### src/point_polyline_min_distance_assert.svh
// Assertion macros for the point to polyline distance block.
// Used by the top level only; no other dependencies.
`ifndef POINT_POLYLINE_MIN_DISTANCE_ASSERT_SVH
`define POINT_POLYLINE_MIN_DISTANCE_ASSERT_SVH
`ifndef SYNTH
`define PPMD_ASSERT_NEVER(lbl, cond) \
  lbl: assert property (@(posedge clk) disable iff (rst) !(cond)) \
    else $error("forbidden condition seen");
`define PPMD_ASSERT_IMP(lbl, ante, cons) \
  lbl: assert property (@(posedge clk) disable iff (rst) (ante) |-> (cons)) \
    else $error("implication failed");
`define PPMD_ASSERT_NEXT(lbl, ante, cons) \
  lbl: assert property (@(posedge clk) disable iff (rst) (ante) |=> (cons)) \
    else $error("next-cycle implication failed");
`else
`define PPMD_ASSERT_NEVER(lbl, cond)
`define PPMD_ASSERT_IMP(lbl, ante, cons)
`define PPMD_ASSERT_NEXT(lbl, ante, cons)
`endif
`endif

### src/ppmd_pkg.sv
// Shared constants for the point to polyline distance block.
// No dependencies.
package ppmd_pkg;

  localparam int DIST_FRAC_BITS = 8;
  localparam int T_FRAC         = 30;
  localparam int DIST_SHIFT     = 32 - DIST_FRAC_BITS;
  localparam int MUL_W          = 64;
  localparam int PROD_W         = 2 * MUL_W;
  localparam int CNT_W          = $clog2(MUL_W + 1);
  localparam int REM_W          = 100;
  localparam int QCNT_W         = $clog2(T_FRAC + 1);
  localparam int OFF_W          = 66;

  localparam logic [31:0] LON_SCALE_RST = 32'd29709148;
  localparam logic [31:0] LAT_SCALE_RST = 32'd47811575;
  localparam logic [31:0] RADIUS_RST    = 32'd2500;

  localparam logic [1:0] REG_LON_SCALE = 2'd0;
  localparam logic [1:0] REG_LAT_SCALE = 2'd1;
  localparam logic [1:0] REG_RADIUS    = 2'd2;

endpackage

### src/ppmd_div.sv
// Restoring divider for the projection parameter, one quotient bit per cycle.
// Depends on ppmd_pkg.
module ppmd_div (
  input  logic                          clk,
  input  logic                          rst,
  input  logic                          start,
  input  logic [ppmd_pkg::REM_W-1:0]    num,
  input  logic [ppmd_pkg::REM_W-1:0]    den,
  output logic                          busy,
  output logic                          done,
  output logic [ppmd_pkg::T_FRAC-1:0]   quo
);
  import ppmd_pkg::*;

  logic [REM_W-1:0]  rem;
  logic [REM_W-1:0]  dsr;
  logic [REM_W-1:0]  r2;
  logic              ge;
  logic [QCNT_W-1:0] cnt;

  // remainder stays below the divisor, so the top bit is free for the shift
  always_comb begin
    r2 = {rem[REM_W-2:0], 1'b0};
    ge = (r2 >= dsr);
  end

  always_ff @(posedge clk) begin
    if (rst) begin
      busy <= 1'b0;
      done <= 1'b0;
    end else begin
      done <= 1'b0;
      if (start) begin
        rem  <= num;
        dsr  <= den;
        quo  <= '0;
        cnt  <= QCNT_W'(T_FRAC);
        busy <= 1'b1;
      end else if (busy) begin
        rem <= ge ? (r2 - dsr) : r2;
        quo <= {quo[T_FRAC-2:0], ge};
        cnt <= cnt - 1'b1;
        if (cnt == QCNT_W'(1)) begin
          busy <= 1'b0;
          done <= 1'b1;
        end
      end
    end
  end

endmodule
### config.mk
export PLATFORM = sky130hd
export DESIGN_NAME = ppmd_div
export DESIGN_NICKNAME = d
export VERILOG_FILES = /design/src/point_polyline_min_distance_assert.svh /design/src/ppmd_pkg.sv /design/src/ppmd_div.sv
export SDC_FILE = /design/constraint.sdc
export NUM_CORES = 1
export LEC_CHECK = 0
export BUFFER_PORTS_ARGS = -buffer_cell sky130_fd_sc_hd__buf_2
export CORE_ASPECT_RATIO = 0.7
export CORE_MARGIN = 10
export CORE_UTILIZATION = 45
export DETAILED_ROUTE_END_ITERATION = 10
export PLACE_DENSITY_LB_ADDON = 0.15
export SYNTH_ARGS = -nofsm -noshare
export SYNTH_HDL_FRONTEND = slang
export SYNTH_SLANG_ARGS = --single-unit
### constraint.sdc
create_clock -name clk -period 23.4 [get_ports clk]
set_clock_uncertainty 0.2 [all_clocks]
set_input_delay 2.34 -clock clk [delete_from_list [all_inputs] [get_ports clk]]
set_output_delay 2.34 -clock clk [all_outputs]
set_load 0.02 [all_outputs]
* Word-level counts from Yosys, hierarchy flattened *
Index checks and enable logic that the tools add are counted.

word-level totals
  flip-flop bits (word level) = 236
  memory bits (writable) = 0
  output and inout port bits = 32
  memories kept = 0
  bits in latches = 0
  logic and storage cells = 25
  input port bits = 203
  bits in read-only memories = 0

operators by class
  div/mod/pow operators = 0
  equal/unequal tests = 1
  muxes and demuxes = 9
  add/sub/neg operators = 2
  multipliers = 0
  shifts and indexed selects = 0
  bitwise logic cells = 2
  reduce and logical (&&, ||, !) cells = 4
  $lt $le $gt $ge = 1

operator list
  kind                                                  count
  two-way mux 99 bit                                    3
  greater-or-equal comparator 100 bit                   1
  subtractor 99 bit                                     1
  two-way mux 30 bit                                    1
  equality test 5 x 1 -> 1 bit (second input constant)  1
  two-way mux 5 bit                                     1
  subtractor 5 x 1 -> 5 bit (second input constant)     1
  two-way mux 1 bit                                     4
  AND reduction 2 bit                                   2
  OR reduction 3 bit                                    1
  NOT 1 bit                                             2
  nonzero test 2 bit                                    1

* Logic depth before layout (Yosys ltp) *
  word-level depth = 4
  depth in mapped cells = 17
  depth with buffers taken out = 13

* Worst setup path after synthesis *
Ideal clock, no wire load.

  kind = input -> register
  from = in start
  to = reg cnt[0], enable pin
  required time = 22.571 ns
  path slack = 14.007 ns
  stages on the path = 4
  arrival = 8.564 ns
  path through = clkbuf_1 clkbuf_1 nor2_1 nor2_1

between the ends
  cells in the longest elaborated chain, start to end = 2

ends and longest elaborated chain
  item                                  line            RTL
  from (decl)                           ppmd_div.sv:6   input logic start,
  nonzero test 2 bit (no source line)   --
  AND reduction 2 bit (no source line)  --
  to (signal assigned)                  ppmd_div.sv:37  cnt <= QCNT_W'(T_FRAC);
  to (signal assigned)                  ppmd_div.sv:42  cnt <= cnt - 1'b1;
  to (decl)                             ppmd_div.sv:19  logic [QCNT_W-1:0] cnt;

Every way passes these cells.
A chain may end at the register's enable or synchronous reset.

* Final worst setup path *
  from = reg dsr[0]
  to = reg rem[52] (data pin)

between the ends
  cells in the longest elaborated chain, start to end = 4

ends and longest elaborated chain
  item                                                                      line                            RTL
  from (decl)                                                               ppmd_div.sv:16                  logic [REM_W-1:0] dsr;
  from (signal assigned)                                                    ppmd_div.sv:35                  dsr <= den;
  subtractor 99 bit or greater-or-equal comparator 100 bit (tied branches)  ppmd_div.sv:40, ppmd_div.sv:24
  two-way mux 99 bit *                                                      ppmd_div.sv:40                  rem <= ge ? (r2 - dsr) : r2;
  two-way mux 99 bit *                                                      ppmd_div.sv:39                  end else if (busy) begin
  two-way mux 99 bit *                                                      ppmd_div.sv:33                  if (start) begin
  to (signal assigned)                                                      ppmd_div.sv:34                  rem <= num;
  to (signal assigned)                                                      ppmd_div.sv:40
  to (decl)                                                                 ppmd_div.sv:15                  logic [REM_W-1:0] rem;

Every way passes the cells marked *; elsewhere a longest branch is shown, timed or not. The select of a mux whose other input is x is not followed.

==> reports/results.txt <==
Most frequent cell on the critical path: nor2_1
Commonest non-fill, non-tap cell in the layout: edfxtp_1
Design Power: 1.358 mW
#FFs+latches synth: 236
Root Buffer: clkbuf_16
Port bufs: 233
Gpl congestion: 0.9711
Fillers: 3423
Setup Buffers After CTS: 0
Slowest stage cell, crit path: buf_4
Crit path time final: 5265 ps
Avg Cell Area, Syn: 9.386 sq um
Wl on met1: 23.95 mm
Routed length on met2: 20.22 mm
Share of cells above drive strength 1: 17.95%
Area growth from synthesis to layout: 13.04%
Yosys warning total: 0
Clock Pin Slew Worst Setup and Hold Paths: 70 ps
Initial drt markers: 1429
Fin nets: 2231
First-pass GRT wire length: 76.19 mm
CP startpoint kind: flip-flop
R2r setup slk: 18140 ps
Mapped Cells: 1765
Fmax: 189.9 MHz
Pwr per Cell Area: 72.53 mW/mm^2
Critical path class: reg2reg
DR top layer: met5
Grt ovf: 0
Buffers & Inverters on Critical Path: 2
Filler-free cell count of the finished design: 2426
CTS tree: yes
Pleak: 7.700 nW
Clk buf depth: 3
Arrival time worst endpoint: 5340 ps
Hold Path Class: reg2reg
WHS Path Cells: 1
Outcome: complete, no violations
Reg-to-reg endpoint: rem[52]$_DFFE_PP_
Die W: 249.3 um
Final Max Slew Viols: 0
RSZ-0062 raised after global routing: no
Worst reg2reg startpoint: dsr[0]$_DFFE_PP_
Setup TNS: 0 ps
Slew HR: 36.04%
Critical path peak fanout: 87
Site row count: 58
Period utilization: 22.50%
CP max stage delay: 790 ps
Initial antenna violation count: 3
Final Hold Viols: 0
Placed instance count: 2378
Synth cell types: 86
R2R depth: 14
Setup violators final: 0
H-tree depth: 1
Routed vias: 14010
DR vias/cell: 5.774
Post-synthesis sequential area ratio: 42.66%
Met3 WL: 4.004 mm
Hold EP: done$_SDFF_PP0_
WL final: 49.14 mm
Post-DP HPWL: 36.86 mm
# IOs: 235
CTS Buf Count: 25
Net Count, Synth: 2071
Max VDD drop: 51.07 uV
Critical Path RT: 23480 ps
Post-synth EDFFs: 234
Maxcap violations: 0
Total track usage: 20.65%
Min-delay src: busy$_SDFF_PP0_
Commonest non-fill, non-tap cells in the layout: edfxtp_1, buf_2, a21oi_1
Netlist Area Pre-Place: 0.01657 sq mm
Routed len/inst: 20.26 um
Top_reg_cell synth: edfxtp_1
Clock insertion delay at the later pin of the skew report: 560 ps
Die height: 180.5 um
Core area: 0.03614 sq mm
Initial Util: 45.84%
Asr flop ratio synth: 0%
Die area: 0.04501 sq mm
Largest net degree at the start of global routing: 135
1st-pass router iterations: 6
Clk sinks: 236
Critical path, cell by cell: inv_1 > fa_1 > a21o_1 > a221oi_2 > a21oi_2 > a31oi_4 > nor2_1 > o211ai_1 > o211a_2 > o21ba_4 > buf_4 > nor2_1 > a211oi_1 > a21oi_1
Post-route ant nets: 0
Worst-Margin Slew: 959.5 ps
Vias in the first global route: 13560
Cts repair resizes: 0
Crit path max-delay family: compound AO/OA/AOI/OAI gates
Crit. End Element: flip-flop
Hold-fix buffers, CTS: 0
DRC viols: 0
[per-stage QoR]
stage / hold slack [ps] / utilization (%) / setup slack, ps / instance area, sq um
2_1_floorplan: 370.5 / - / 14010 / 16570
3_5_place_dp: 291.6 / 49.62 / 18240 / 17930
6_report: 299.8 / 51.82 / 18140 / 18730
4_1_cts: 301.9 / 51.80 / 18180 / 18720
5_1_grt: 314.4 / 51.81 / 17870 / 18720
3_3_place_gp: 289.4 / 49.62 / 18240 / 17930
[how the worst max path moves through the flow]
stage,from,to,slack (ps),depth (start not counted)
finish,dsr[0]$_DFFE_PP_,rem[52]$_DFFE_PP_,18140,14
global route,dsr[0]$_DFFE_PP_,rem[52]$_DFFE_PP_,17870,14
CTS,dsr[0]$_DFFE_PP_,rem[52]$_DFFE_PP_,18180,14
detailed placement,dsr[0]$_DFFE_PP_,rem[52]$_DFFE_PP_,18240,14
global placement,dsr[0]$_DFFE_PP_,rem[52]$_DFFE_PP_,18240,14
floorplan,start,cnt[0]$_SDFFCE_PP0P_,14010,4
[synthesized netlist by cell type, types with 4 or more instances]
cell type	instances	area (sq um)
or4_1	4	30.03
nand4_1	60	375.4
xor2_1	40	350.3
nor4_1	7	43.79
or2_2	9	56.30
o21bai_1	32	240.2
a221oi_1	6	52.55
nand2b_1	5	31.28
nand3_1	15	75.07
mux2_2	22	247.7
nand3b_1	4	30.03
inv_1	160	600.6
or3_1	7	43.79
nor2b_1	34	212.7
xnor2_1	57	499.2
a2bb2oi_1	8	70.07
buf_2	54	270.3
o31ai_1	8	60.06
o221ai_1	4	35.03
nor2_1	133	499.2
a211oi_1	36	270.3
ha_1	102	1276
o21ai_1	11	55.05
o21a_1	34	255.2
nand2_1	108	405.4
a221o_1	5	50.05
a21o_1	48	360.4
and3_1	25	156.4
clkbuf_1	46	172.7
a21oi_1	227	1136
a21boi_0	4	30.03
o21ai_0	101	505.5
o21ba_2	4	40.04
nor3_1	24	120.1
a31oi_1	8	50.05
edfxtp_1	234	7027
o211ai_1	8	60.06
[area by class of cell]
class / count / area, sq um / share of cell area [%]
Sequential cell: 236 / 7067 / 37.74
Timing Repair Buffer: 241 / 1241 / 6.628
Tap cell: 480 / 600.6 / 3.207
Antenna cell: 2 / 5.005 / 0.02673
Clock inverter: 17 / 147.6 / 0.7884
Clock buffer: 29 / 640.6 / 3.421
Inverter: 161 / 604.3 / 3.227
Multi-Input combinational cell: 1260 / 8421 / 44.97
[state kept, by name, indices dropped and copies added (netlist names)]
register and count:
rem 99, cnt 5, busy 1, quo 30
dsr 100, done 1
[layer usage]
| metal | up-vias | track usage [%] |
|---|---|---|
| li1 | 6740 | - |
| met1 | 6639 | 30.86 |
| met2 | 566 | 29.85 |
| met3 | 61 | 4.282 |
| met4 | 2 | 4.329 |
| met5 | - | 0 |
[where the power goes]
part	switching [mW]	total, mW	internal (mW)
combinational	0.275	0.442	0.167
sequential	0.0150	0.525	0.510
clock	0.173	0.392	0.219
[cell families after synthesis]
group,synth area share (%)
compound gates,22.52
xor+xnor,5.128
fa+ha+maj,7.825
buf+inv,6.707
flops,42.66
mux,1.677
simple gates,13.48
Power figures use the tool's default switching activity.
