--- config.mk ---
export PLATFORM = sky130hd
export DESIGN_NAME = ppmd_mul
export DESIGN_NICKNAME = d
export VERILOG_FILES = /design/src/point_polyline_min_distance_assert.svh /design/src/ppmd_pkg.sv /design/src/ppmd_mul.sv
export SDC_FILE = /design/constraint.sdc
export NUM_CORES = 1
export LEC_CHECK = 0
export BUFFER_PORTS_ARGS = -buffer_cell sky130_fd_sc_hd__buf_2
export CORE_ASPECT_RATIO = 1.5
export CORE_MARGIN = 2
export CORE_UTILIZATION = 55
export DETAILED_ROUTE_END_ITERATION = 6
export GPL_TIMING_DRIVEN = 0
export PLACE_DENSITY = 0.9
export SLEW_MARGIN = 20
export SYNTH_ARGS = -nofsm -noshare
export SYNTH_HDL_FRONTEND = slang
export SYNTH_SLANG_ARGS = --single-unit
export TNS_END_PERCENT = 100
--- constraint.sdc ---
create_clock -name clk -period 9.7 [get_ports clk]
set_input_delay 0.485 -clock clk [delete_from_list [all_inputs] [get_ports clk]]
set_output_delay 0.485 -clock clk [all_outputs]
set_load 0.01 [all_outputs]
--- src/point_polyline_min_distance_assert.svh ---
// Assertion macros for the point to polyline distance block.
// Used by the top level only; no other dependencies.
`ifndef POINT_POLYLINE_MIN_DISTANCE_ASSERT_SVH
`define POINT_POLYLINE_MIN_DISTANCE_ASSERT_SVH
`ifndef SYNTH
`define PPMD_ASSERT_NEVER(lbl, cond) \
  lbl: assert property (@(posedge clk) disable iff (rst) !(cond)) \
    else $error("forbidden condition seen");
`define PPMD_ASSERT_IMP(lbl, ante, cons) \
  lbl: assert property (@(posedge clk) disable iff (rst) (ante) |-> (cons)) \
    else $error("implication failed");
`define PPMD_ASSERT_NEXT(lbl, ante, cons) \
  lbl: assert property (@(posedge clk) disable iff (rst) (ante) |=> (cons)) \
    else $error("next-cycle implication failed");
`else
`define PPMD_ASSERT_NEVER(lbl, cond)
`define PPMD_ASSERT_IMP(lbl, ante, cons)
`define PPMD_ASSERT_NEXT(lbl, ante, cons)
`endif
`endif

--- src/ppmd_pkg.sv ---
// Shared constants for the point to polyline distance block.
// No dependencies.
package ppmd_pkg;

  localparam int DIST_FRAC_BITS = 8;
  localparam int T_FRAC         = 30;
  localparam int DIST_SHIFT     = 32 - DIST_FRAC_BITS;
  localparam int MUL_W          = 64;
  localparam int PROD_W         = 2 * MUL_W;
  localparam int CNT_W          = $clog2(MUL_W + 1);
  localparam int REM_W          = 100;
  localparam int QCNT_W         = $clog2(T_FRAC + 1);
  localparam int OFF_W          = 66;

  localparam logic [31:0] LON_SCALE_RST = 32'd29709148;
  localparam logic [31:0] LAT_SCALE_RST = 32'd47811575;
  localparam logic [31:0] RADIUS_RST    = 32'd2500;

  localparam logic [1:0] REG_LON_SCALE = 2'd0;
  localparam logic [1:0] REG_LAT_SCALE = 2'd1;
  localparam logic [1:0] REG_RADIUS    = 2'd2;

endpackage

--- src/ppmd_mul.sv ---
// Bit-serial shift-add multiplier, one multiplier bit per cycle.
// Depends on ppmd_pkg.
module ppmd_mul (
  input  logic                          clk,
  input  logic                          rst,
  input  logic                          start,
  input  logic [ppmd_pkg::MUL_W-1:0]    a,
  input  logic [ppmd_pkg::MUL_W-1:0]    b,
  output logic                          busy,
  output logic                          done,
  output logic [ppmd_pkg::PROD_W-1:0]   prod
);
  import ppmd_pkg::*;

  logic [MUL_W-1:0] acand;
  logic [MUL_W-1:0] hi;
  logic [MUL_W-1:0] lo;
  logic [CNT_W-1:0] cnt;
  logic [MUL_W:0]   sum;

  always_comb begin
    sum = {1'b0, hi} + (lo[0] ? {1'b0, acand} : {(MUL_W+1){1'b0}});
  end

  always_ff @(posedge clk) begin
    if (rst) begin
      busy <= 1'b0;
      done <= 1'b0;
    end else begin
      done <= 1'b0;
      if (start) begin
        hi    <= '0;
        lo    <= b;
        acand <= a;
        cnt   <= CNT_W'(MUL_W);
        busy  <= 1'b1;
      end else if (busy) begin
        hi  <= sum[MUL_W:1];
        lo  <= {sum[0], lo[MUL_W-1:1]};
        cnt <= cnt - 1'b1;
        if (cnt == CNT_W'(1)) begin
          busy <= 1'b0;
          done <= 1'b1;
        end
      end
    end
  end

  assign prod = {hi, lo};

endmodule

# == Yosys cells after proc, flatten, opt, wreduce, memory -nomap -nowiden ==
# Cells that the tools add are included.
# word_totals
register_bits,201
latch_bits,0
ramBits,0
romBits,0
in_bits,131
out_inout_bits,130
elab_cells,24
n_memories,0
# classes
n_addsub,2
multipliers,0
div_mod_pow,0
order_cmp,0
eq_ne,1
shift,0
muxes,9
bitwise_logic,2
reduce_logical,4
# op_table
cell,n
$mux W64,4
$add A64 B64 Y65,1
$eq A7 B1 Y1 const B,1
$mux W7,1
$sub A7 B1 Y7 const B,1
$mux W1,4
$reduce_and A2 Y1,2
$reduce_or A3 Y1,1
$not A1 Y1,2
$reduce_bool A2 Y1,1

# == Longest topological paths before layout ==
# Gate-level depths: netlist of the first run.
# logic_depth
word_depth,4
depth_mapped,13
depth_no_buf,12

# == Worst setup path after synthesis of the first run ==
# Ideal clock, no wire load.
# synth_path
path_type,input-to-reg
startpoint,in start
endpoint,reg cnt[0] (enable)
setup_time_ps,631
arrival_time_ps,6993
required_time_ps,9069
setup_slack_ps,2076
cell_stages,5
path_buffers,3
cell_sequence,clkbuf_1 clkbuf_1 buf_1 nor2_1 nor2_1
# synth_via
elab_chain_len,2
# synth_rtl
item,line_no,source
start: declaration,ppmd_mul.sv:6,"input logic start,"
$reduce_bool A2 Y1 (no line),n/a,
$reduce_and A2 Y1 (no line),n/a,
end signal: assignment,ppmd_mul.sv:35,cnt <= CNT_W'(MUL_W);
end signal: assignment,ppmd_mul.sv:40,cnt <= cnt - 1'b1;
end: declaration,ppmd_mul.sv:18,logic [CNT_W-1:0] cnt;
# No other way between the ends.
# A chain may end at the register's enable or synchronous reset.

# == Worst setup path after layout of the first run ==
# layout_path
startpoint,reg lo[0]
endpoint,"reg hi[51], data pin"
# layout_via
elab_chain_len,3
# layout_rtl
item,line_no,source
start: declaration,ppmd_mul.sv:17,logic [MUL_W-1:0] lo;
start signal: assignment,ppmd_mul.sv:39,"lo <= {sum[0], lo[MUL_W-1:1]};"
$mux W64,ppmd_mul.sv:22,"sum = {1'b0, hi} + (lo[0] ? {1'b0, acand} : {(MUL_W+1){1'b0}});"
$add A64 B64 Y65,ppmd_mul.sv:22,
$mux W64,ppmd_mul.sv:37,end else if (busy) begin
end signal: assignment,ppmd_mul.sv:38,hi <= sum[MUL_W:1];
end: declaration,ppmd_mul.sv:16,logic [MUL_W-1:0] hi;
# No other way between the ends. The select of a mux whose other input is x is not followed.

==> metrics.txt, run 1 <==
status completed; commonest non-fill, non-tap cells in the layout 264 x buf_2, 199 x edfxtp_1, 106 x nor2_1; Placeable Area 20900 µm²; worst path cell trace clkbuf_1 -> and2_1 -> ha_1 -> fa_1 -> a211oi_1 -> o21a_1 -> a2111oi_4 -> a211oi_1 -> and4_4 -> nor2_4 -> o2111ai_1 -> nor2b_1 -> mux2_4; CTS H-tree lvls 1; WP data required 9960 ps; Final #Nets 1529; Antenna Nets Post-Route 0; latest clock arrival within the worst-skew pair 510 ps; most frequent CP cell a211oi_1; Die Wd 123 µm; Leak Pwr 5.76 nW; Post-CTS Setup Bufs 0; # DRC 0; GRT Overall Usage 28.2%; critical path's slowest cell edfxtp_1; buffer and inverter count on the worst path 1; Final Hold Viols 0; Synth area leaders edfxtp_1 51%, ha_1 7.1%, mux2_2 6.3%; initial cell density of the core 55.8%; area leader, netlist edfxtp_1; TritonCTS clock tree built; unrepaired setup endpoints after global routing false; WS Path Type register to register; initial antenna violation count 1; Final WS setup 5200 ps; dpl hpwl 24700 µm; Synth Flop Type edfxtp_1; Yosys reg bits 201; number of global-route vias before repair 9725; GRT overflow 0; diode count 0; Crit path max-delay family compound AO/OA/AOI/OAI gates; post-synthesis cell type count 64; most common cell after layout, fill and taps aside buf_2; Async SR Flop Fraction 0%; share of layout cells above drive strength 1 28.6%; Cells after Synth 1042; Hold WC Path Type primary input to register; max incr delay on CP 700 ps; Worst EP arrival 4750 ps; Slew headroom 43.2%; gp weighted congestion 0.949; Top Ports 261; Clock transition at path regs 60 ps; transition time of the tightest slew-check pin 852 ps; EDFF count, synth 199; FMAX 222 MHz; Setup Skew 11.3 ps; max_cap viols 0; FF-to-FF Start lo[0]$_DFFE_PP_; CTS Hold Buffers Added 0; Post-Syn Area 11700 µm²; WL/cell 19.9 µm; fillers 1602; beginning of the critical path lo[0]$_DFFE_PP_; Post-Route Setup TNS 0 ps; Area growth, synth to finish 21.4%; drt pass-1 iters 5; Clock Sinks 201; Max VDD drop 0.178 mV; CP max FO 11; Post-Place Worst Slack 5210 ps; Max Slew Vio Count 0; post_cts resized 0; Worst Hold Slack 142 ps; Post-Route WL 32000 µm; crit end category register; port buffer count 259; Final setup viols 0; FP Rows 65; worst hold path startpoint a[12]; synthesized net count 1240; die area 22400 µm²; number of DRC markers in iteration 0 647; crit start category register; yosys warns 0; vias 9424; minimum clock period 4500 ps; root buffer cell clkbuf_16; CTS buffer count 21; pin count of the biggest net entering global routing 29; synthesized area per cell 11.2 µm²; Synth top area share 51.3%; vias per inst 5.84; die height 182 µm; register area share after synthesis 51.6%; first-pass GRT wire length 49200 µm; pwr dens 175 nW/µm²; post-route clock period utilization 46.4%; Max Buffers Root-to-Sink 3
## power breakdown
group / leakage [nW] / switching, mW / total, mW / internal (mW)
Combinational: 3.51 / 0.333 / 0.560 / 0.226
Clock: 0.337 / 0.341 / 0.845 / 0.505
Sequential: 1.92 / 0.0357 / 1.08 / 1.04
## per-layer routing
layer / GRT usage [%] / vias to the layer above / share of wire (%)
met4: 9.84 / 2 / 3.2
met2: 51.9 / 428 / 52
met3: 6.03 / 89 / 8.2
li1: - / 4458 / -
met1: 31.5 / 4447 / 36
met5: 0 / - / 0.022
## path summary, 6_finish.rpt
kind              slack, ps                   end  depth (start not counted)
setup / recovery       5200  hi[51]$_SDFFCE_PP0P_                         13
hold / removal          140   acand[12]$_DFFE_PP_                          1
setup reg to reg       5200  hi[51]$_SDFFCE_PP0P_                         13
hold reg to reg         530       done$_SDFF_PP0_                          1
## per-stage QoR
step | power [mW] | instance area [µm²] | cells | utilization, %
detailed placement | 1.65 | 13500 | 1576 | 64.4
global placement | 1.63 | 13300 | 1569 | 63.6
floorplan | 1.46 | 11700 | 1042 | -
global route | 2.58 | 14200 | 1613 | 67.7
finish | 2.48 | 14200 | 1613 | 67.7
CTS | 2.49 | 14200 | 1613 | 67.7
## cells by family (layout without fill, tap and decap cells)
logic type / after synthesis / count (layout) / synth area share (%)
AO/OA/AOI/OAI: 252 / 252 / 13.9
XOR/XNOR: 56 / 56 / 4.21
adder cells (fa/ha/maj): 67 / 67 / 7.26
buffers and inverters: 60 / 363 / 2.00
flip-flops: 201 / 201 / 51.6
multiplexers: 67 / 67 / 6.51
AND/OR/NAND/NOR: 339 / 339 / 14.5
## cell type report
cell class                      count  area, µm²  area share (%)
Clock inverter                     10        149            1.05
Multi-Input combinational cell    781       5420            38.3
Tap cell                          268        335            2.37
Timing Repair Buffer              266       1450            10.3
Buffer                             40        158            1.11
Inverter                           20       75.1           0.530
Sequential cell                   201       6020            42.5
Clock buffer                       27        548            3.87
## worst register-to-register path, cell delays in order (launching register included)
cell and delay (ps):
edfxtp_1 700, clkbuf_1 350, and2_1 210, ha_1 210, fa_1 430, a211oi_1 260
o21a_1 330, a2111oi_4 130, a211oi_1 450, and4_4 350, nor2_4 70, o2111ai_1 200
nor2b_1 230, mux2_4 320
## synth_stat cells (all sizes together) (4+ instances only)
| cell type | number |
|---|---|
| a211oi | 11 |
| a21o | 26 |
| a21oi | 91 |
| a31oi | 7 |
| and2 | 69 |
| and3 | 7 |
| and4 | 7 |
| buf | 8 |
| clkbuf | 32 |
| edfxtp | 199 |
| ha | 66 |
| inv | 20 |
| mux2 | 67 |
| nand2 | 71 |
| nand3 | 12 |
| nand4 | 15 |
| nor2 | 109 |
| nor2b | 12 |
| nor3 | 22 |
| nor3b | 4 |
| o2111ai | 4 |
| o211ai | 10 |
| o21a | 10 |
| o21ai | 47 |
| o21bai | 16 |
| o22ai | 4 |
| o31ai | 5 |
| or3 | 6 |
| xnor2 | 33 |
| xor2 | 23 |
## state kept, by name, indices dropped and copies added (netlist names)
| name | count |
|---|---|
| acand | 64 |
| busy | 1 |
| cnt | 7 |
| done | 1 |
| hi | 64 |
| lo | 64 |
Power figures use the tool's default switching activity.
==> run 2, diff against run 1 <==
--- a/config.mk
+++ b/config.mk
@@ -8,10 +8,10 @@
 export BUFFER_PORTS_ARGS = -buffer_cell sky130_fd_sc_hd__buf_2
 export CORE_ASPECT_RATIO = 1.5
 export CORE_MARGIN = 2
-export CORE_UTILIZATION = 55
+export CORE_UTILIZATION = 50
 export DETAILED_ROUTE_END_ITERATION = 6
 export GPL_TIMING_DRIVEN = 0
-export PLACE_DENSITY = 0.9
+export PLACE_DENSITY = 0.87
 export SLEW_MARGIN = 20
 export SYNTH_ARGS = -nofsm -noshare
 export SYNTH_HDL_FRONTEND = slang
==> constraint.sdc (replaced) <==
create_clock -name clk -period 3.6 [get_ports clk]
set_input_delay 0.18 -clock clk [delete_from_list [all_inputs] [get_ports clk]]
set_output_delay 0.18 -clock clk [all_outputs]
set_load 0.01 [all_outputs]
==> metrics.txt, run 2 (synthesized netlist as in run 1, its figures left out) <==
diode count 0 (unchanged); Antenna Nets Post-Route 0 (unchanged); WP data required 3870 ps (was 9960 ps); pin count of the biggest net entering global routing 29 (unchanged); FMAX 281 MHz (was 222 MHz); Placeable Area 23000 µm² (was 20900 µm²); post-route clock period utilization 98.8% (was 46.4%); Finished Cell Area 16300 µm² (was 14200 µm²); max_cap viols 0 (unchanged); port buffer count 259 (unchanged); GRT Overall Usage 28.9% (was 28.2%); die height 191 µm (was 182 µm); critical path's slowest cell edfxtp_1 (unchanged); commonest non-fill, non-tap cells in the layout 260 x buf_2, 199 x edfxtp_1, 127 x dlygate4sd3_1 (was 264 x buf_2, 199 x edfxtp_1, 106 x nor2_1); first-pass GRT wire length 55500 µm (was 49200 µm); Crit path max-delay family compound AO/OA/AOI/OAI gates (unchanged); vias 10324 (was 9424); Leak Pwr 6.58 nW (was 5.76 nW); vias per inst 5.80 (was 5.84); number of DRC markers in iteration 0 725 (was 647); Die Wd 129 µm (was 123 µm); WS Path Type register to register (unchanged); total power 7.20 mW (was 2.48 mW); crit end category register (unchanged); Area growth, synth to finish 39.8% (was 21.4%); Post-Place Worst Slack -1050 ps (was 5210 ps); crit start category register (unchanged); Max Buffers Root-to-Sink 3 (unchanged); Final WS setup 43.1 ps (was 5200 ps); CTS buffer count 22 (was 21); Slew headroom 38.4% (was 43.2%); Regs by FF count acand x64, hi x64, lo x64 (unchanged); Final Hold Viols 0 (unchanged); # DRC 0 (unchanged); latest clock arrival within the worst-skew pair 520 ps (was 510 ps); Max Slew Vio Count 0 (unchanged); initial cell density of the core 50.7% (was 55.8%); CTS H-tree lvls 1 (unchanged); gp weighted congestion 0.932 (was 0.949); minimum clock period 3560 ps (was 4500 ps); pwr dens 442 nW/µm² (was 175 nW/µm²); Worst EP arrival 3830 ps (was 4750 ps); share of layout cells above drive strength 1 32.4% (was 28.6%); dpl hpwl 25300 µm (was 24700 µm); buffer and inverter count on the worst path 3 (was 1); fillers 1593 (was 1602); DP Area 13500 µm² (about the same); FP Rows 68 (was 65); most common cell after layout, fill and taps aside buf_2 (unchanged); multi-input logic area 5870 µm² (was 5420 µm²); status completed (unchanged); Clock transition at path regs 70 ps (was 60 ps); Clock Sinks 201 (unchanged); Setup Skew 17.7 ps (was 11.3 ps); root buffer cell clkbuf_16 (unchanged); Hold WC Path Type primary input to register (unchanged); Post-Route WL 36500 µm (was 32000 µm); worst reg2reg setup slack 40 ps (was 5200 ps); GRT overflow 0 (unchanged); Max VDD drop 0.358 mV (was 0.178 mV); TritonCTS clock tree built (unchanged); Final #Nets 1684 (was 1529); transition time of the tightest slew-check pin 925 ps (was 852 ps); number of global-route vias before repair 10520 (was 9725); die area 24600 µm² (was 22400 µm²); initial antenna violation count 0 (was 1); unrepaired setup endpoints after global routing true (was false); Reg area 6020 µm² (unchanged); Final setup viols 0 (unchanged); Top Ports 261 (unchanged); max incr delay on CP 430 ps (was 700 ps); worst path cell trace buf_12 -> buf_4 -> and2_1 -> ha_1 -> buf_6 -> and4_4 -> nor3b_4 -> nand4_1 -> a2111oi_4 -> nor3_4 -> a21oi_4 -> a31oi_4 -> o21ai_2 -> mux2_4 (was clkbuf_1 -> and2_1 -> ha_1 -> fa_1 -> a211oi_1 -> o21a_1 -> a2111oi_4 -> a211oi_1 -> and4_4 -> nor2_4 -> o2111ai_1 -> nor2b_1 -> mux2_4); CP max FO 10 (was 11); drt pass-1 iters 6 (was 5); WL/cell 20.5 µm (was 19.9 µm)
==> run 2: changes by cell type in the layout (fill, tap and decap cells not counted), moves of 8 or more <==
| cell | delta |
|---|---|
| o21ai_0 | -8 |
| dlygate4sd3_1 | +127 |
| clkbuf_1 | -12 |
| ha_4 | +12 |
| buf_4 | +30 |
| ha_1 | -20 |
| ha_2 | +8 |
==> run 2: path summary, 6_finish.rpt <==
kind / depth (start not counted) / to / startpoint
setup / recovery: 14 / hi[62]$_SDFFCE_PP0P_ / lo[0]$_DFFE_PP_
hold / removal: 2 / lo[11]$_DFFE_PP_ / b[11]
setup reg to reg: 14 / hi[62]$_SDFFCE_PP0P_ / lo[0]$_DFFE_PP_
hold reg to reg: 1 / done$_SDFF_PP0_ / busy$_SDFF_PP0_
==> run 2: area by class of cell <==
class                   instances  share of cell area (%)
inverters                      20                   0.461
repair buffers                425                    18.5
multi-input cells             781                    36.0
well taps                     280                    2.15
clock inverters                12                    1.14
clock buffers                  27                    3.62
plain buffers                  35                    1.20
flip-flops and latches        201                    36.9
==> run 2: stage by stage <==
step | hold WS, ps | instances | TNS, ps | util [%]
2_1_floorplan | 258 | 1042 | 0 | -
3_3_place_gp | 358 | 1581 | -292870 | 57.9
3_5_place_dp | 358 | 1589 | -17930 | 58.9
4_1_cts | 4.49 | 1768 | 0 | 69.3
5_1_grt | 18.0 | 1781 | -195 | 71.0
6_report | 17.2 | 1781 | 0 | 71.0
==> run 2: worst reg2reg max path: stages, from the launching register on <==
cell	delay [ps]
edfxtp_1	430
buf_12	180
buf_4	160
and2_1	140
ha_1	290
buf_6	120
and4_4	240
nor3b_4	220
nand4_1	180
a2111oi_4	370
nor3_4	120
a21oi_4	210
a31oi_4	130
o21ai_2	200
mux2_4	320
==> run 2: timing repair <==
| item | CTS | global route |
|---|---|---|
| hold endpoints to repair | 127 | 0 |
| cloned | 0 | 1 |
| setup buffers | 15 | 17 |
| endpoints found under the setup margin | 47 | 24 |
| hold buffers | 127 | 0 |
| pin swaps | 20 | 26 |
| resized for setup | 54 | 70 |
==> run 2: power breakdown <==
group	total, mW	leakage, nW	switching, mW	internal [mW]
logic	1.84	4.29	1.01	0.829
registers	2.91	1.92	0.104	2.81
clock network	2.45	0.372	0.986	1.46
==> run 2: per-layer routing <==
layer  wire, µm  track usage [%]
met1      13100             32.4
met2      19200             54.1
met3       2760             5.51
met4       1480             10.1
met5          0                0
